**src/mpnf_pkg.sv**
```systemverilog
`timescale 1ns / 1ps
package mpnf_pkg;

	localparam int ENTRY_W = 17;
	localparam int VAL_W = 16;
	localparam int OCOL_W = 11;
	localparam int ROW_W = 12;
	localparam int NB_N = 8;

	localparam logic [7:0] REG_FRAME_WIDTH = 8'd0;
	localparam logic [7:0] REG_FRAME_HEIGHT = 8'd1;

	// Neighbor order: top row left to right, middle left, middle right, bottom row.
	// Edge neighbors weigh 2, corners weigh 1.
	localparam logic [1:0] NB_WEIGHT [NB_N] = '{2'd1, 2'd2, 2'd1, 2'd2, 2'd2, 2'd1, 2'd2, 2'd1};

	typedef logic [ENTRY_W-1:0] entry_t;

	typedef struct packed {
		logic has_a;
		logic has_b;
		logic has_c;
		logic fill;
		entry_t [NB_N-1:0] nb;
		logic [VAL_W-1:0] center;
		logic [OCOL_W-1:0] a_col;
		logic [ROW_W-1:0] a_row;
		logic [OCOL_W-1:0] bc_col;
		logic [VAL_W-1:0] b_val;
		logic [ROW_W-1:0] c_row;
		logic [VAL_W-1:0] c_val;
	} job_t;

	typedef struct packed {
		logic full;
		logic empty;
	} q_status_t;

	typedef enum logic {F_IDLE, F_PUSH} front_state_t;
	typedef enum logic [1:0] {B_IDLE, B_DIV, B_OUT} back_state_t;

endpackage

```
**src/mpnf_back.sv**
```systemverilog
`timescale 1ns / 1ps
module mpnf_back
	import mpnf_pkg::*;
#(
	parameter int PIXEL_BITS = 16
) (
	input  logic        clk,
	input  logic        arst_n,
	input  q_status_t   q_status,
	input  job_t        pop_job,
	output logic        pop,
	output logic        out_valid,
	input  logic        out_ready,
	output logic [OCOL_W-1:0] out_col,
	output logic [ROW_W-1:0]  out_row,
	output logic [VAL_W-1:0]  out_value,
	output logic        out_last
);

	// Numerator 2s+w: s needs PIXEL_BITS+4 bits for a total weight of 12.
	localparam int NW = PIXEL_BITS + 6;
	localparam int DW = 5;
	localparam int CW = $clog2(NW + 1);

	back_state_t state_q, state_d;
	job_t job_q;
	logic [2:0] pend_q;
	logic [NW-1:0] num_q;
	logic [DW:0] rem_q;
	logic [DW-1:0] den_q;
	logic [NW-1:0] quo_q;
	logic [CW-1:0] cnt_q;
	logic [VAL_W-1:0] a_val_q;
	logic [NW-1:0] s_sum;
	logic [3:0] w_sum;
	logic [DW:0] rem_sh, rem_sub;
	logic load_ok, div_done;
	logic [2:0] pick, rest;

	always_comb begin
		s_sum = '0;
		w_sum = '0;
		for (int k = 0; k < NB_N; k++) begin
			if (!pop_job.nb[k][VAL_W]) begin
				s_sum = s_sum + (NW'(pop_job.nb[k][VAL_W-1:0]) << (NB_WEIGHT[k] - 2'd1));
				w_sum = w_sum + 4'(NB_WEIGHT[k]);
			end
		end
	end

	assign rem_sh = {rem_q[DW-1:0], num_q[NW-1]};
	assign rem_sub = rem_sh - {1'b0, den_q};
	assign div_done = (cnt_q == CW'(NW - 1));
	assign load_ok = !out_valid || out_ready;

	always_comb begin
		pick = 3'b000;
		priority if (pend_q[0]) pick = 3'b001;
		else if (pend_q[1]) pick = 3'b010;
		else if (pend_q[2]) pick = 3'b100;
		rest = pend_q & ~pick;
	end

	always_comb begin
		state_d = state_q;
		unique case (state_q)
			B_IDLE: if (!q_status.empty) state_d = (pop_job.fill && w_sum != '0) ? B_DIV : B_OUT;
			B_DIV: if (div_done) state_d = B_OUT;
			B_OUT: if (load_ok && rest == '0) state_d = B_IDLE;
			default: state_d = B_IDLE;
		endcase
	end

	always_comb begin
		pop = (state_q == B_IDLE) && !q_status.empty;
	end

	always_ff @(posedge clk) begin
		unique case (state_q)
			B_IDLE: if (pop) begin
				job_q <= pop_job;
				a_val_q <= pop_job.center;
				num_q <= (s_sum << 1) + NW'(w_sum);
				den_q <= {w_sum, 1'b0};
				rem_q <= '0;
			end
			B_DIV: begin
				num_q <= num_q << 1;
				if (!rem_sub[DW]) begin
					rem_q <= rem_sub;
					quo_q <= {quo_q[NW-2:0], 1'b1};
				end else begin
					rem_q <= rem_sh;
					quo_q <= {quo_q[NW-2:0], 1'b0};
				end
				if (div_done) a_val_q <= (!rem_sub[DW]) ? VAL_W'({quo_q[NW-2:0], 1'b1})
					: VAL_W'({quo_q[NW-2:0], 1'b0});
			end
			B_OUT: if (load_ok) begin
				out_last <= (rest == '0);
				unique case (pick)
					3'b001: begin
						out_col <= job_q.a_col; out_row <= job_q.a_row; out_value <= a_val_q;
					end
					3'b010: begin
						out_col <= job_q.bc_col; out_row <= job_q.a_row; out_value <= job_q.b_val;
					end
					default: begin
						out_col <= job_q.bc_col; out_row <= job_q.c_row; out_value <= job_q.c_val;
					end
				endcase
			end
			default: ;
		endcase
	end

	always_ff @(posedge clk or negedge arst_n) begin
		if (!arst_n) begin
			state_q <= B_IDLE;
			pend_q <= '0;
			cnt_q <= '0;
			out_valid <= 1'b0;
		end else begin
			state_q <= state_d;
			if (pop) begin
				pend_q <= {pop_job.has_c, pop_job.has_b, pop_job.has_a};
				cnt_q <= '0;
			end
			if (state_q == B_DIV) cnt_q <= cnt_q + CW'(1);
			if (state_q == B_OUT && load_ok) begin
				out_valid <= 1'b1;
				pend_q <= rest;
			end else if (out_ready) begin
				out_valid <= 1'b0;
			end
		end
	end

endmodule

```
**config.mk**
```make
export PLATFORM = sky130hd
export DESIGN_NAME = mpnf_back
export DESIGN_NICKNAME = d
export VERILOG_FILES = /design/src/mpnf_pkg.sv /design/src/mpnf_back.sv
export SDC_FILE = /design/constraint.sdc
export NUM_CORES = 1
export LEC_CHECK = 0
export ABC_AREA = 1
export BUFFER_PORTS_ARGS = -buffer_cell sky130_fd_sc_hd__clkbuf_2
export CAP_MARGIN = 20
export CORE_MARGIN = 10
export CORE_UTILIZATION = 35
export DETAILED_ROUTE_END_ITERATION = 10
export PLACE_DENSITY = 0.61
export SLEW_MARGIN = 10
export SYNTH_ARGS = -nofsm -noshare
export SYNTH_HDL_FRONTEND = slang
export SYNTH_SLANG_ARGS = --single-unit
```
**constraint.sdc**
```tcl
create_clock -name clk -period 7.03 [get_ports clk]
set_input_delay 0.3515 -clock clk [delete_from_list [all_inputs] [get_ports clk]]
set_output_delay 0.3515 -clock clk [all_outputs]
set_load 0.02 [all_outputs]
```
## Word level (Yosys, flattened, before mapping)

Index checks and enable logic that the tools add are counted.

| word-level totals | value |
|---|---|
| output and inout bits | 42 |
| word-level logic and storage cells | 110 |
| bits in registers | 191 |

| cells by class | value |
|---|---|
| add/subtract/negate cells | 17 |
| bitwise operators | 2 |
| multiplexer cells | 43 |
| reduce and logical (&&, ||, !) cells | 20 |
| equality and inequality tests | 9 |

Operator list:

| operator | number |
|---|---|
| $mux 21 | 5 |
| $pmux 16 s2 | 2 |
| $mux 16 | 3 |
| $pmux 22 s2 | 1 |
| $add 21x16->21 | 2 |
| $add 21x17->21 | 2 |
| $mux 4 | 6 |
| $add 22x4->22 | 1 |
| $mux 22 | 1 |
| $add 19x17->20 | 1 |
| $mux 5 | 4 |
| $add 18x16->19 | 1 |
| $mux 19 | 1 |
| $add 16x17->18 | 1 |
| $mux 18 | 1 |
| $mux 3 | 6 |
| $add 4x1->4 const B | 3 |
| $add 4x2->4 const B | 3 |
| $mux 12 | 1 |
| $mux 11 | 1 |
| $pmux 5 s2 | 1 |
| $mux 2 | 4 |
| $ne 2x2->1 const B | 4 |
| $reduce_bool 2->1 | 4 |
| 21 further kinds | 32 |

## Logic depth before layout (Yosys ltp)

| depth | value |
|---|---|
| depth after elaboration | 20 |
| gate-level depth with buffers | 77 |

## Worst setup path before layout

OpenSTA, ideal clock, no wires.

| timing | value |
|---|---|
| path kind | input-to-reg |
| start point | input pop_job[110] (netlist name) |
| end point | register num_q[18] (data pin) |
| path slack | -1.719 ns |
| setup time | 0.254 ns |
| arrival | 8.495 ns |
| path buffers | 1 |
| stages on the path | 74 |
| cells stage by stage | buf_4 nor2_1 ha_1 fa_1 inv_1 nand2_1 nand2_1 nand2_1 nand2_1 inv_2 ha_1 inv_1 o21ai_0 xor2_1 nand2_1 nand2_1 inv_1 ha_1 (+38 left out) inv_1 ha_1 a21oi_1 o21ai_0 a21oi_1 o21ai_0 nand2_1 nor2_1 inv_1 nand2_1 nor2_1 nand2_1 nor2_1 nand3_1 nand3_1 nand2_1 nand2_1 nand2_1 |

| on the way | value |
|---|---|
| cells in the longest elaborated chain, start to end | 18 |

Ends and longest elaborated chain:

| what | line | source |
|---|---|---|
| start, declared | mpnf_back.sv:10 | `input job_t pop_job,` |
| $mux 16 or $mux 1 (tied branches) | mpnf_back.sv:44 | `if (!pop_job.nb[k][VAL_W]) begin` |
| $add 16x17->18 or $add 1x2->3 (tied branches) | mpnf_back.sv:45, mpnf_back.sv:46 |  |
| $mux 18 or $mux 3 (tied branches) | mpnf_back.sv:44 |  |
| $add 18x16->19 or $add 4x1->4 (tied branches) | mpnf_back.sv:45, mpnf_back.sv:46 |  |
| $mux 19 or $mux 4 (tied branches) | mpnf_back.sv:44 |  |
| $add 19x17->20 or $add 4x2->4 (tied branches) | mpnf_back.sv:45, mpnf_back.sv:46 |  |
| $mux 21 or $mux 4 (tied branches) | mpnf_back.sv:44 |  |
| $add 21x17->21 or $add 4x2->4 (tied branches) | mpnf_back.sv:45, mpnf_back.sv:46 |  |
| (+2 left out) | - |  |
| $mux 21 or $mux 4 (tied branches) | mpnf_back.sv:44 |  |
| $add 21x17->21 or $add 4x2->4 (tied branches) | mpnf_back.sv:45, mpnf_back.sv:46 |  |
| $mux 21 or $mux 4 (tied branches) | mpnf_back.sv:44 |  |
| $add 21x16->21 or $add 4x1->4 (tied branches) | mpnf_back.sv:45, mpnf_back.sv:46 |  |
| $mux 21 or $mux 4 (tied branches) | mpnf_back.sv:44 |  |
| $add 22x4->22 * | mpnf_back.sv:83 | `num_q <= (s_sum << 1) + NW'(w_sum);` |
| $mux 22 * | mpnf_back.sv:80 | `B_IDLE: if (pop) begin` |
| $pmux 22 s2 * | mpnf_back.sv:79 | `unique case (state_q)` |
| end signal, assigned | mpnf_back.sv:83 |  |
| end signal, assigned | mpnf_back.sv:88 | `num_q <= num_q << 1;` |
| end, declared | mpnf_back.sv:28 | `logic [NW-1:0] num_q;` |

Every way passes the cells marked *; elsewhere a longest branch is shown, timed or not. The select of a mux whose other input is x is not followed.
A chain may end at the register's enable or synchronous reset.

## Final worst setup path

Same ends and word-level chain as after synthesis.

==> run summary <==
Setup Skew -> 0.01192 ns
Yosys reg bits -> 191
Final core utilization -> 0.5425
Initial antenna violation count -> 4
# setup viols final -> 15
Post-Synthesis Cells -> 2044
Setup_tns -> -9.690 ns
Overall routing resource usage -> 0.1817
Mapped Nets -> 2426
Metal2 WL -> 24700 um
Antenna Nets Post-Route -> 0
Worst R2R Path Depth -> 6
Failing checks -> negative setup slack
Worst setup margin -> -0.9803 ns
Final net count -> 3175
Crit path from -> pop_job[110]
DRC -> 0
FF-to-FF End -> a_val_q[11]
Layout cells sized above 1 -> 0.4426
Post-Syn Area -> 0.01558 mm2
Number of core rows -> 77
Area of the core -> 0.04412 mm2
Min-delay worst type -> in -> reg
CTS sink count -> 191
Static leakage -> 11.59 nW
IO Count -> 281
Initial core utilization -> 0.3532
Most used cell, CP -> nand2_1
Max stage delay on crit path -> 0.39 ns
Total power -> 8.102 mW
Final WL -> 50160 um
Number of global-route vias before repair -> 16360
CP max-delay cell -> fa_2
Largest net degree at the start of global routing -> 76
CTS root buf -> clkbuf_16
CP max FO -> 8
Worst-margin pin slew -> 0.7527 ns
Total congestion overflow -> 0
Post-synth EDFFs -> 180
Power Density -> 338.4 mW/mm2
Met3 WL -> 2739 um
Die Span Y -> 231.0 um
TritonCTS clock tree -> built
Reg-to-Reg Start -> state_q[1]
Drt wl/cell -> 14.75 um
DIE AREA -> 0.05337 mm2
Die W -> 231.0 um
Max_slew headroom -> 0.4982
Min Clock Period, post-route -> 8.010 ns
Max Fclk -> 0.1248 GHz
TritonRoute pass-1 iters -> 5
Placer Congestion -> 0.9133
Critical Path AT -> 8.22 ns
Vias per cell -> 4.741
Iteration-0 DRC Markers -> 743
Max VDD drop -> 0.2099 mV
Via count of the routed design -> 16120
CP Capture Point -> num_q[18]
CTS Buf Count -> 17
Seq/Total Area, Yosys -> 0.3645
Met1 Wirelength -> 22070 um
Final period utilization -> 1.139
Reg2Reg Setup Slack -> 4.24 ns
Crit start category -> primary input
Ys flop type -> edfxtp_1
Max-cap viol count -> 0
HPWL Detailed -> 40130 um
Buffers on Ports -> 279
Clock Latency Late Sink -> 0.45 ns
Fin. max-slew vios -> 0
CP required -> 7.24 ns
Syn_area_per_cell -> 7.625 um2
Critical path class -> in -> reg
Clock Path Buffers -> 2
Final Hold Fails -> 0
Top Metal Used -> met5
RSZ-0062 raised after global routing -> yes
First-pass GRT wire length -> 80030 um
Yosys warns -> 0
Nature of the critical path endpoint -> register
Clock transition at the registers of the reported paths -> 0.08 ns
Count of cell types in the netlist -> 58
Async set-reset flop share out of synthesis -> 0.05759
Worst slack at placement -> -1.745 ns
H-tree Lvls -> 4
Status -> finished with violations
Area growth, synth to finish -> 53.60%
-- synthesized netlist by cell type, types with 3 or more instances --
| master | instances | area [um2] |
|---|---|---|
| ha_1 | 134 | 1677 |
| or2_2 | 17 | 106.4 |
| xor2_1 | 36 | 315.3 |
| nand3b_1 | 7 | 52.55 |
| o22ai_1 | 4 | 25.02 |
| a21boi_0 | 8 | 60.06 |
| buf_2 | 4 | 20.02 |
| nand2_1 | 638 | 2395 |
| buf_1 | 5 | 18.77 |
| a21oi_1 | 143 | 715.7 |
| nand2_4 | 4 | 45.04 |
| nand3_1 | 144 | 720.7 |
| nor3_1 | 6 | 30.03 |
| a21o_1 | 3 | 22.52 |
| o21bai_1 | 5 | 37.54 |
| o31ai_1 | 6 | 45.04 |
| a22oi_1 | 16 | 120.1 |
| clkbuf_1 | 26 | 97.59 |
| o21ai_1 | 7 | 35.03 |
| a31oi_1 | 5 | 31.28 |
| nand2_2 | 22 | 137.6 |
| xnor2_1 | 25 | 219.0 |
| clkinv_1 | 3 | 11.26 |
| o2111ai_1 | 5 | 43.79 |
| a211oi_1 | 3 | 22.52 |
| buf_4 | 3 | 22.52 |
| dfrtp_1 | 11 | 275.3 |
| and2_1 | 18 | 112.6 |
| nor2_2 | 5 | 31.28 |
| nand4_1 | 13 | 81.33 |
| inv_2 | 6 | 22.52 |
| o21ai_0 | 112 | 560.5 |
| nor2_1 | 123 | 461.7 |
| edfxtp_1 | 180 | 5405 |
| fa_1 | 9 | 180.2 |
| o21a_1 | 3 | 22.52 |
| nand3_2 | 19 | 190.2 |
| buf_6 | 6 | 67.56 |
| inv_1 | 235 | 882.1 |
-- area by class of cell --
type                       instances  area, um2
fill                            4116      20190
multi-input combinational       1564      10760
sequential                       191       5680
timing repair buffer             774       5189
inverter                         245      932.1
tap                              592      740.7
clock buffer                      17      425.4
clock inverter                    15      209.0
antenna                            2      5.005
-- worst min-delay path by stage --
stage                     start  slack, ns        end  depth (start not counted)
floorplan                arst_n       0.06   cnt_q[0]                          0
global placement         arst_n       0.24  out_valid                          1
detailed placement       arst_n       0.25  out_valid                          1
CTS                 pop_job[52]       0.04  job_q[52]                          1
global route        pop_job[52]       0.04  job_q[52]                          1
finish              pop_job[52]       0.07  job_q[52]                          1
-- placed cells by master (no fill, tap or decap), types with 30 or more instances in the layout --
cell      instances
a21oi_1          81
a21oi_2          53
buf_4           485
clkbuf_2        277
edfxtp_1        180
ha_1             73
ha_4             59
inv_1           199
inv_2            38
nand2_1         563
nand2_2          86
nand3_1         123
nand3_2          38
nor2_1           97
o21ai_0          54
o21ai_1          30
xor2_1           36
-- registers in the layout, indices dropped and copies added, names as in the netlist, 4 cells and up --
signal,cells
a_val_q,16
num_q,22
quo_q,15
cnt_q,5
den_q,4
out_col,11
out_value,16
rem_q,5
job_q,78
out_row,12
-- cell families (layout without fill, tap and decap cells) --
group                    Yosys count  count (layout)  synth area share
AND/OR/NAND/NOR                 1027            1027            0.2883
AO/OA/AOI/OAI                    331             331            0.1184
buffers and inverters            289            1051           0.07370
flip-flops                       191             191            0.3645
adder cells (fa/ha/maj)          143             143            0.1191
XOR/XNOR                          62              62           0.03532
multiplexers                       1               1         0.0006423
other                              0               2                 0
-- what timing repair did --
action	CTS	global route
endpoints found under the hold margin	11	0
pin swaps	90	105
hold buffers	1	0
gates resized for setup	112	163
buffers inserted	59	22
endpoints found under the setup margin	18	18
-- per-layer routing --
metal / vias up / GRT usage
met4: 4 / 0.03659
li1: 8315 / -
met3: 38 / 0.03726
met1: 7438 / 0.2214
met5: - / 0
met2: 325 / 0.3251
-- through the flow --
step	cells	instance area (um2)	hold WS, ns
2_1_floorplan	2044	16540	0.05591
3_3_place_gp	3283	21550	0.2431
3_5_place_dp	3283	21550	0.2499
4_1_cts	3374	23070	0.04210
5_1_grt	3399	23940	0.04038
6_report	3400	23940	0.07186
-- power breakdown --
group / total, mW / internal (mW) / switching (mW) / leakage (nW)
Clock: 1.01 / 0.521 / 0.490 / 0.302
Combinational: 5.15 / 2.40 / 2.75 / 9.44
Sequential: 1.94 / 1.81 / 0.131 / 1.84
-- worst max-delay path: cells and delay by family --
family                   cells  cell delay [ns]
buffers and inverters       13             1.32
AND/OR/NAND/NOR             38             3.26
adder cells (fa/ha/maj)      7             1.86
XOR/XNOR                     2             0.34
AO/OA/AOI/OAI                8             1.09
Note: power is estimated with default switching activity, not from simulation.
