==> src/mpnf_pkg.sv <==
`timescale 1ns / 1ps
package mpnf_pkg;

	localparam int ENTRY_W = 17;
	localparam int VAL_W = 16;
	localparam int OCOL_W = 11;
	localparam int ROW_W = 12;
	localparam int NB_N = 8;

	localparam logic [7:0] REG_FRAME_WIDTH = 8'd0;
	localparam logic [7:0] REG_FRAME_HEIGHT = 8'd1;

	// Neighbor order: top row left to right, middle left, middle right, bottom row.
	// Edge neighbors weigh 2, corners weigh 1.
	localparam logic [1:0] NB_WEIGHT [NB_N] = '{2'd1, 2'd2, 2'd1, 2'd2, 2'd2, 2'd1, 2'd2, 2'd1};

	typedef logic [ENTRY_W-1:0] entry_t;

	typedef struct packed {
		logic has_a;
		logic has_b;
		logic has_c;
		logic fill;
		entry_t [NB_N-1:0] nb;
		logic [VAL_W-1:0] center;
		logic [OCOL_W-1:0] a_col;
		logic [ROW_W-1:0] a_row;
		logic [OCOL_W-1:0] bc_col;
		logic [VAL_W-1:0] b_val;
		logic [ROW_W-1:0] c_row;
		logic [VAL_W-1:0] c_val;
	} job_t;

	typedef struct packed {
		logic full;
		logic empty;
	} q_status_t;

	typedef enum logic {F_IDLE, F_PUSH} front_state_t;
	typedef enum logic [1:0] {B_IDLE, B_DIV, B_OUT} back_state_t;

endpackage

==> src/mpnf_queue.sv <==
`timescale 1ns / 1ps
module mpnf_queue
	import mpnf_pkg::*;
(
	input  logic      clk,
	input  logic      arst_n,
	input  logic      push,
	input  job_t      push_job,
	input  logic      pop,
	output job_t      pop_job,
	output q_status_t status
);

	job_t slot_q [2];
	logic wr_q, rd_q;
	logic [1:0] cnt_q;

	assign status.full = (cnt_q == 2'd2);
	assign status.empty = (cnt_q == 2'd0);
	assign pop_job = slot_q[rd_q];

	always_ff @(posedge clk) begin
		if (push && !status.full) begin
			slot_q[wr_q] <= push_job;
		end
	end

	always_ff @(posedge clk or negedge arst_n) begin
		if (!arst_n) begin
			wr_q <= 1'b0;
			rd_q <= 1'b0;
			cnt_q <= 2'd0;
		end else begin
			if (push && !status.full) wr_q <= !wr_q;
			if (pop && !status.empty) rd_q <= !rd_q;
			cnt_q <= cnt_q + 2'(push && !status.full) - 2'(pop && !status.empty);
		end
	end

endmodule

==> config.mk <==
export PLATFORM = sky130hd
export DESIGN_NAME = mpnf_queue
export DESIGN_NICKNAME = d
export VERILOG_FILES = /design/src/mpnf_pkg.sv /design/src/mpnf_queue.sv
export SDC_FILE = /design/constraint.sdc
export NUM_CORES = 1
export LEC_CHECK = 0
export BUFFER_PORTS_ARGS = -buffer_cell sky130_fd_sc_hd__buf_2
export CORE_MARGIN = 5
export CORE_UTILIZATION = 52
export DETAILED_ROUTE_END_ITERATION = 6
export PLACE_DENSITY = 0.79
export SLEW_MARGIN = 20
export SYNTH_ARGS = -nofsm -noshare
export SYNTH_HDL_FRONTEND = slang
export SYNTH_SLANG_ARGS = --single-unit
==> constraint.sdc <==
create_clock -name clk -period 12.8 [get_ports clk]
set_clock_uncertainty 0.1 [all_clocks]
set_input_delay 1.28 -clock clk [delete_from_list [all_inputs] [get_ports clk]]
set_output_delay 1.28 -clock clk [all_outputs]
set_load 0.005 [all_outputs]
After elaboration in Yosys (flattened, before gate mapping) --
Memories as Yosys holds them, arrays and structs flattened. Index checks and enable logic that the tools add are counted.
Cells by class: $add $sub $neg 2, multiply operators 0, div/mod/pow operators 0, order comparisons 0, equal/unequal tests 1, shift operators 0, muxes and demuxes 2, bitwise gates (word level) 0, reduce and logical (&&, ||, !) cells 7
Operators with widths (count):
- 1-bit logical NOT | 4
- 2-bit by 1-bit adder with 2-bit output | 1
- 2-bit equality test, second input constant | 1
- 1-bit logical AND | 2
- 2-bit logical NOT | 1
- 1-bit two-way mux | 2
- 2-bit by 1-bit subtractor with 2-bit output | 1
Word-level totals: flip-flop bits (word level) 4, bits in latches 0, RAM bits 468, memory bits (read-only) 0, input bits 238, word-level logic and storage cells 16, memories kept 1
Memory list:
- slot_q | depth 2, width 234, read ports 1, clocked after memory_dff 0, wr ports 1, RTL line mpnf_queue.sv:14 | job_t slot_q [2];

Logic depth before layout (Yosys ltp) --
Gate-level depths: netlist of run 1.
depth in word-level cells 5, depth in mapped cells 7, mapped depth without buffers 7

Least setup slack after synthesis of run 1 --
OpenSTA, ideal clock, no wires.
kind input-to-reg, start input port push, end memory slot_q[0][0] in the netlist's numbering, enable pin, library setup time 0.832 ns, data arrival time 11.069 ns, required time 11.868 ns, path slack 0.799 ns, stages on the path 2, path buffers 0, cells stage by stage nand2_1 nor2_1
Between the ends: word-level cells in the longest chain between the ends 3
RTL lines:
- start: declaration | RTL line mpnf_queue.sv:7 | input logic push,
- 1-bit logical AND | RTL line mpnf_queue.sv:23 | if (push && !status.full) begin
- 1-bit two-way mux | RTL line mpnf_queue.sv:23
- 1-bit two-way mux (not written as such) | RTL line mpnf_queue.sv:24 | slot_q[wr_q] <= push_job;
- end: declaration | RTL line mpnf_queue.sv:14
No other way between the ends.

==> results.cfg, run 1 <==
[outcome]
run_status = finished, final reports clean

[routing]
drt_iter0_markers = 426
wirelength_microns = 37200
drt_first_pass_iters = 4
drt-wirelength-per-cell_microns = 21.3
drt_drc_violations_left = 0
via_count = 8859
vias_per_cell = 5.08
antenna_violating_nets_post_route = 0

[grt]
globalRouteMet3Util_pct = 5.32
grt_most_used_layer = met2
number_of_antenna_violations_at_the_first_check_in_global_routing = 8
grt_use_met2_pct = 33.7
grt_util_all_layers_pct = 18.7
first_global_vias = 9405
global_route_total_overflow = 0
gr_layer_usage_met1_pct = 21.5
grt_pass1_wl_microns = 54700
grt_start_max_net_pins = 138

[logic_synthesis]
yosys.area_share.xor_xnor_pct = 0.198
synth_compound_gate_area_share_pct = 0
post_synth_inst_count = 746
yosys.area_share.simple_pct = 0.170
yosys-mux-area-fraction_pct = 18.1
yosys_warnings = 0
post_synth_fa_ha_maj_area_fraction_pct = 0.141
postSynthRegisterBits = 472
postSynthAreaPerCell_sq_um = 23.7
syn-cell-area_sq_um = 17700
yosysSeqAreaShare_pct = 80.0
synth_top_family_by_area = multiplexers
yosys.cell_types.count = 15
syn_nets = 986

[worst_hold_path]
worst_hold_startpoint = cnt_q[1]$_DFF_PN0_
min-delay-path-class = reg2reg

[cts]
hold_buffers = 0
tritoncts = yes
cts_made_buffers = 46
post_cts_resize_count = 0
clk_latency_ns = 0.55
cts_htree_levels = 2
clk_pin_slew_ns = 0.06
post-cts-setup-buffer-count = 0
clock_tree.buffer_depth = 3
cts.sinks = 472
cts-root-buf = clkbuf_16

[setup_path]
setup.worst_path.class = reg2out
critical_path.slowest_cell = buf_4
critical_path_arrival_ns = 2.87
crit_path_max_incr_delay_ns = 0.87
cp-end-kind = output port
cp_data_required_time_ns = 11.42
critical_path.max_fanout = 63
worstReg2RegStart = cnt_q[1]$_DFF_PN0_
worstPathCellList = buf_4 > mux2_2 > buf_2
worst_setup_path_startpoint = rd_q$_DFFE_PN0P_
critical_path.startpoint_type = flip-flop

[die]
fp.dieH_microns = 194
core_sq_um = 33500
rows = 67
start_util_pct = 52.8
i_o_pins = 474
chip_width_microns = 194
die-area_sq_um = 37800

[final_layout]
final_cell_mix = buf_2, edfxtp_1, mux2_4
num-nets-final = 1490
finish.instance_area_sq_um = 22100
fillerInstances = 2280
drive_gt1_share_pct = 61.1
areaGrowthSynthToFinish_pct = 24.7
layout.cells.most_common = buf_2

[timing]
fin_tns_setup_ns = 0
finalHoldViolCount = 0
setup_viol = 0
period_minus_slack_ns = 4.25
tightestPinTransition_ns = 1.17
timing.slew.headroom_pct = 21.8
max_clock_freq_mhz = 235
final_worst_path_cycle_share_pct = 33.2
pnr_worst_setup_slack_ns = 8.55
final_slew_viol_count = 0
rsz0062_at_grt = no

[pwr]
power_density_nw_per_um2 = 230
static-leakage-power_nw = 8.69
vdd_drop_max_mv = 0.151

[placement]
detailedPlace.worstSlack_ns = 8.71
post_place_instance_area_sq_um = 20500
gpl.final_weighted_congestion = 0.750
dp_hpwl_microns = 25100
buffer_ports.inserted = 473

[run]
maxCapViolations = 0
[routing by layer]
| metal | vias to the layer above | routed length [microns] |
|---|---|---|
| met3 | 65 | 2870 |
| met4 | 0 | 981 |
| met2 | 364 | 19600 |
| met5 | - | 0 |
| met1 | 4435 | 13700 |
| li1 | 3995 | - |
[worst max-delay path, delay by kind of cell (launching register included)]
family	cells	cell delay, ns
buffers and inverters	2	1.00
multiplexers	1	0.43
flip-flops	1	0.77
[worst paths after layout]
kind / endpoint / slack (ns) / cells after the start
min in group asynchronous: wr_q$_DFFE_PN0P_ / 0.43 / 1
min reg2reg: cnt_q[1]$_DFF_PN0_ / 0.41 / 1
max reg2reg: slot_q[1][151]$_DFFE_PP_ / 9.51 / 4
max in group asynchronous: rd_q$_DFFE_PN0P_ / 12.04 / 1
min: cnt_q[1]$_DFF_PN0_ / 0.41 / 1
max: pop_job[51] / 8.55 / 3
[logic make-up after synthesis]
kind of cell / after synthesis
and+or+nand+nor: 6
DFF: 472
buffers and inverters: 28
muxes: 234
adders and majority gates: 2
xor gates and xnor gates: 4
[Yosys cell counts]
master / n / area share (%)
edfxtp_1: 468 / 79
mux2_4: 150 / 13
mux2_2: 84 / 5.3
buf_6: 18 / 1.1
buf_2: 8 / 0.23
dfrtp_1: 4 / 0.57
xnor2_1: 3 / 0.15
ha_1: 2 / 0.14
inv_1: 2 / 0.042
nor2_1: 2 / 0.042
and3_1: 1 / 0.035
nand2_1: 1 / 0.021
nand2b_1: 1 / 0.035
nor2b_1: 1 / 0.035
xor2_1: 1 / 0.050
[flip-flops by register name, summed over array words and instances, names as in the netlist]
register  flops
rd_q          1
slot_q      468
wr_q          1
cnt_q         2
[per-stage QoR]
step | util (%) | std cells | total power, W | hold slack [ns]
6_report | 65.8 | 1743 | 0.00508 | 0.408
3_5_place_dp | 61.1 | 1650 | 0.00374 | 0.402
5_1_grt | 65.8 | 1742 | 0.00530 | 0.399
4_1_cts | 65.7 | 1735 | 0.00513 | 0.401
2_1_floorplan | - | 746 | 0.00329 | 0.361
3_3_place_gp | 61.1 | 1650 | 0.00370 | 0.385
[cell type report]
| class | count | area (sq um) | area share (%) |
|---|---|---|---|
| clock buffer | 52 | 1190 | 5.42 |
| antenna | 8 | 20.0 | 0.0907 |
| multi-input combinational | 246 | 3300 | 15.0 |
| tap | 448 | 561 | 2.54 |
| inverter | 2 | 7.51 | 0.0340 |
| clock inverter | 33 | 372 | 1.68 |
| sequential | 472 | 14200 | 64.2 |
| timing repair buffer | 482 | 2450 | 11.1 |
[power by group]
group / internal (W) / switching [W] / leakage [nW]
combinational: 0.000764 / 0.000709 / 3.53
sequential: 0.00212 / 0.000106 / 4.39
clock: 0.000835 / 0.000547 / 0.765
total: 0.00372 / 0.00136 / 8.69
(Power assumes the default switching activity.)
==> inputs of run 2 (changes only) <==
==> constraint.sdc (replaced) <==
create_clock -name clk -period 4.5 [get_ports clk]
set_clock_uncertainty 0.1 [all_clocks]
set_input_delay 0.45 -clock clk [delete_from_list [all_inputs] [get_ports clk]]
set_output_delay 0.45 -clock clk [all_outputs]
set_load 0.005 [all_outputs]
==> results.cfg, run 2 (synthesis results as in run 1) <==
[cts]
cts_htree_levels = 2
tritoncts = yes
cts-root-buf = clkbuf_16
clk_latency_ns = 0.54
clock_tree.buffer_depth = 3
cts.sinks = 472
post_cts_resize_count = 0
cts_made_buffers = 46
clk_pin_slew_ns = 0.06

[worst_hold_path]
worst_hold_startpoint = push_job[15]
min-delay-path-class = in2reg

[setup_path]
cp-end-kind = output port
setup.worst_path.class = reg2out
critical_path_arrival_ns = 2.58
cp_data_required_time_ns = 3.95
worstReg2RegStart = cnt_q[1]$_DFF_PN0_
critical_path.max_fanout = 59
worst_setup_path_startpoint = rd_q$_DFFE_PN0P_
critical_path.startpoint_type = flip-flop

[final_layout]
layout.cells.non_filler = 1976
drive_gt1_share_pct = 51.7
layout.core_utilization_pct = 72.5
largest_reg_flops = 468
layout.cells.most_common = buf_2
layout_top_registers = slot_q x468, cnt_q x2
final_cell_mix = buf_2, edfxtp_1, dlygate4sd3_1
areaGrowthSynthToFinish_pct = 37.5
num-nets-final = 1730
top_register = slot_q

[timing]
fin_tns_setup_ns = 0
setup_viol = 0
tightestPinTransition_ns = 0.985
rsz0062_at_grt = no
final_slew_viol_count = 0
final.hold.worst_slack_ns = 0.0303
final_worst_path_cycle_share_pct = 69.5
timing.slew.headroom_pct = 34.3
period_minus_slack_ns = 3.13
max_clock_freq_mhz = 320
finalHoldViolCount = 0

[die]
i_o_pins = 474
chip_width_microns = 194
core_sq_um = 33500
rows = 67
start_util_pct = 52.8
fp.dieH_microns = 194
die-area_sq_um = 37800

[grt]
grt_pass1_wl_microns = 67400
grt_most_used_layer = met2
grt_use_met2_pct = 42.0
globalRouteMet3Util_pct = 5.87
grt_util_all_layers_pct = 23.1
gr_layer_usage_met1_pct = 25.9
first_global_vias = 11335
grt_start_max_net_pins = 90
global_route_total_overflow = 0
number_of_antenna_violations_at_the_first_check_in_global_routing = 7

[placement]
dp_hpwl_microns = 26300
gpl.final_weighted_congestion = 0.795
dp.cells = 1659
buffer_ports.inserted = 473

[routing]
drt_drc_violations_left = 0
vias_per_cell = 5.15
via_count = 10167
drt-wirelength-per-cell_microns = 22.9
wirelength_microns = 45200
antenna_violating_nets_post_route = 0
drt_first_pass_iters = 5
drt_iter0_markers = 503

[pwr]
static-leakage-power_nw = 9.63
power_frac_comb_pct = 31.0
power_density_nw_per_um2 = 596
vdd_drop_max_mv = 0.659
power.internal_w = 0.0104
total_power_w = 0.0145
p_seq_share_pct = 44.3
power.net_switching_w = 0.00410
power.share.switching_pct = 28.3
share_clk_of_total_power_pct = 24.7

[outcome]
run_status = finished, final reports clean

[run]
maxCapViolations = 0
-- run 2: cell types whose count changed in the layout (fill, tap and decap cells not counted) --
cell,previous run,this run
inv_8,2,0
dlygate4sd3_1,0,231
inv_6,1,0
buf_4,8,11
nand2_2,0,1
clkbuf_16,47,49
bufinv_16,8,1
nand2_1,1,0
clkbuf_1,5,10
diode_2,8,7
clkinvlp_4,2,1
clkinv_2,8,6
buf_12,1,7
-- run 2: cell type report --
type | count | area, sq um
Clock inverter | 20 | 113
Tap cell | 448 | 561
Fill cell | 1908 | 9210
Inverter | 2 | 7.51
Clock buffer | 59 | 1260
Multi-Input combinational cell | 246 | 3300
Sequential cell | 472 | 14200
Timing Repair Buffer | 722 | 4900
Antenna cell | 7 | 17.5
-- run 2: final timing paths --
path / endpoint / slack (ns) / cells past startpoint
worst max register to register: slot_q[0][179]$_DFFE_PP_ / 2.15 / 4
max in group asynchronous: rd_q$_DFFE_PN0P_ / 3.91 / 2
worst max-delay path: pop_job[117] / 1.37 / 3
worst min-delay path: slot_q[0][15]$_DFFE_PP_ / 0.03 / 1
min in group asynchronous: wr_q$_DFFE_PN0P_ / 0.24 / 2
worst min register to register: cnt_q[1]$_DFF_PN0_ / 0.42 / 1
-- run 2: power by group through the flow --
stage / clock network (W) / logic (W) / registers [W]
after global routing: 0.00386 / 0.00476 / 0.00650
final: 0.00358 / 0.00449 / 0.00642
after CTS: 0.00361 / 0.00446 / 0.00639
after floorplan: 0 / 0.00275 / 0.00637
after global placement: 0 / 0.00421 / 0.00641
after detailed placement: 0 / 0.00426 / 0.00647
-- run 2: worst max-delay path, stage by stage, from the launching register on --
cell,delay (ns)
dfrtp_4,1.08
buf_4,0.46
mux2_4,0.33
buf_2,0.13
-- run 2: stage by stage --
stage | area, sq um | worst slack [ns]
after floorplan | 17700 | -0.0884
after global routing | 24300 | 1.25
after global placement | 20600 | 1.91
after detailed placement | 20600 | 1.89
final | 24300 | 1.37
after CTS | 24300 | 1.29
-- run 2: metal layers --
layer	vias to the layer above	routed length (microns)
li1	4479	-
met1	5091	15800
met2	486	24100
met3	111	3250
met4	0	2050
met5	-	0
-- run 2: repair_timing --
item / 4_1_cts / 5_1_grt
hold buffers: 230 / 1
buffers inserted: 0 / 0
endpoints found under the hold margin: 462 / 2
setup endpoints to repair: 0 / 0
==> inputs of run 3 (changes only) <==
==> constraint.sdc (replaced) <==
create_clock -name clk -period 3.15 [get_ports clk]
set_clock_uncertainty 0.1 [all_clocks]
set_input_delay 0.315 -clock clk [delete_from_list [all_inputs] [get_ports clk]]
set_output_delay 0.315 -clock clk [all_outputs]
set_load 0.005 [all_outputs]
==> results.cfg, run 3 (synthesis results as in run 1) <==
[outcome]
run_status = finished, final reports clean

[final_layout]
layout.cells.most_common = buf_2
areaGrowthSynthToFinish_pct = 38.9
finish.instance_area_sq_um = 24600
top_register = slot_q
layout_top_registers = slot_q x468, cnt_q x2
largest_reg_flops = 468
num-nets-final = 1736
drive_gt1_share_pct = 52.1
final_cell_mix = buf_2, edfxtp_1, dlygate4sd3_1
fillerInstances = 1884

[timing]
timing.slew.headroom_pct = 46.0
pnr_worst_setup_slack_ns = 0.417
tightestPinTransition_ns = 0.809
max_clock_freq_mhz = 366
setup_viol = 0
period_minus_slack_ns = 2.73
finalHoldViolCount = 0
rsz0062_at_grt = no
final_worst_path_cycle_share_pct = 86.8
final_slew_viol_count = 0

[die]
rows = 67
core_sq_um = 33500
die-area_sq_um = 37800
chip_width_microns = 194
i_o_pins = 474
start_util_pct = 52.8
fp.dieH_microns = 194

[grt]
grt_pass1_wl_microns = 67500
first_global_vias = 11287
grt_start_max_net_pins = 128
global_route_total_overflow = 0
grt_util_all_layers_pct = 23.1
number_of_antenna_violations_at_the_first_check_in_global_routing = 4

[placement]
post_place_instance_area_sq_um = 20700
gpl.final_weighted_congestion = 0.790
buffer_ports.inserted = 473
dp_hpwl_microns = 26300
detailedPlace.worstSlack_ns = 0.985

[pwr]
vdd_drop_max_mv = 0.698
static-leakage-power_nw = 9.74
power_density_nw_per_um2 = 863

[cts]
clk_latency_ns = 0.54
post_cts_resize_count = 0
cts_made_buffers = 47
clock_tree.buffer_depth = 3
hold_buffers = 236
tritoncts = yes
cts_htree_levels = 2
cts.sinks = 472
clk_pin_slew_ns = 0.06
post-cts-setup-buffer-count = 0
cts-root-buf = clkbuf_16

[routing]
via_count = 10072
vias_per_cell = 5.08
drt_iter0_markers = 586
drt_first_pass_iters = 5
antenna_violating_nets_post_route = 0
drt-wirelength-per-cell_microns = 22.8
drt_drc_violations_left = 0
wirelength_microns = 45200

[worst_hold_path]
min-delay-path-class = in2async

[setup_path]
rr_worst_depth = 3
critical_path.startpoint_type = flip-flop
critical_path.max_fanout = 51
worst_r2r_endpoint = slot_q[1][179]$_DFFE_PP_
cp-end-kind = output port
worstReg2RegStart = cnt_q[1]$_DFF_PN0_
regToRegSetupSlack_ns = 1.07
cp_data_required_time_ns = 2.73
setup.worst_path.class = reg2out
critical_path_arrival_ns = 2.32

[run]
maxCapViolations = 0
-- run 3: critical path, stage by stage (launching register included) --
cell and delay, ns:
dfrtp_4 0.80, buf_12 0.39, mux2_4 0.35, buf_2 0.14
-- run 3: metal layers --
| metal | vias to the layer above | part of all wire, % | track usage [%] |
|---|---|---|---|
| li1 | 4491 | - | - |
| met1 | 5000 | 35 | 26.3 |
| met2 | 490 | 54 | 42.7 |
| met3 | 89 | 7.0 | 5.66 |
| met4 | 2 | 3.4 | 7.89 |
| met5 | - | 0.015 | 0 |
-- run 3: cell type report --
| class | instances | area, sq um | area share (%) |
|---|---|---|---|
| Clock inverter | 31 | 282 | 1.15 |
| Multi-Input combinational cell | 246 | 3300 | 13.4 |
| Timing Repair Buffer | 727 | 5000 | 20.4 |
| Antenna cell | 3 | 7.51 | 0.0306 |
| Inverter | 2 | 7.51 | 0.0306 |
| Sequential cell | 472 | 14200 | 57.6 |
| Tap cell | 448 | 561 | 2.28 |
| Clock buffer | 55 | 1250 | 5.08 |
-- run 3: metrics by stage --
stage	setup TNS, ns	util (%)	hold WS (ns)	power (W)	instances
floorplan	-518.24	-	-0.0806	0.0130	746
global placement	0	61.6	0.0278	0.0152	1659
detailed placement	0	61.6	0.0277	0.0154	1659
CTS	0	73.2	0.0447	0.0211	1981
global route	0	73.3	0.0545	0.0221	1984
finish	0	73.3	0.0689	0.0212	1984
-- run 3: worst max-delay path by stage --
| stage | startpoint | to | slack (ns) | depth (start not counted) |
|---|---|---|---|---|
| 2_1_floorplan | cnt_q[1]$_DFF_PN0_ | slot_q[0][0]$_DFFE_PP_ | -1.44 | 3 |
| 3_3_place_gp | rd_q$_DFFE_PN0P_ | pop_job[79] | 1.01 | 3 |
| 3_5_place_dp | rd_q$_DFFE_PN0P_ | pop_job[79] | 0.99 | 3 |
| 4_1_cts | rd_q$_DFFE_PN0P_ | pop_job[79] | 0.39 | 3 |
| 5_1_grt | rd_q$_DFFE_PN0P_ | pop_job[233] | 0.32 | 3 |
| 6_report | rd_q$_DFFE_PN0P_ | pop_job[158] | 0.42 | 3 |
-- run 3: where the power goes --
part           total [W]  internal, W  leakage [nW]  switching [W]
registers        0.00909      0.00859          4.39       0.000501
clock network    0.00554      0.00325         0.747        0.00229
logic            0.00656      0.00341          4.60        0.00315
total             0.0212       0.0152          9.74        0.00594
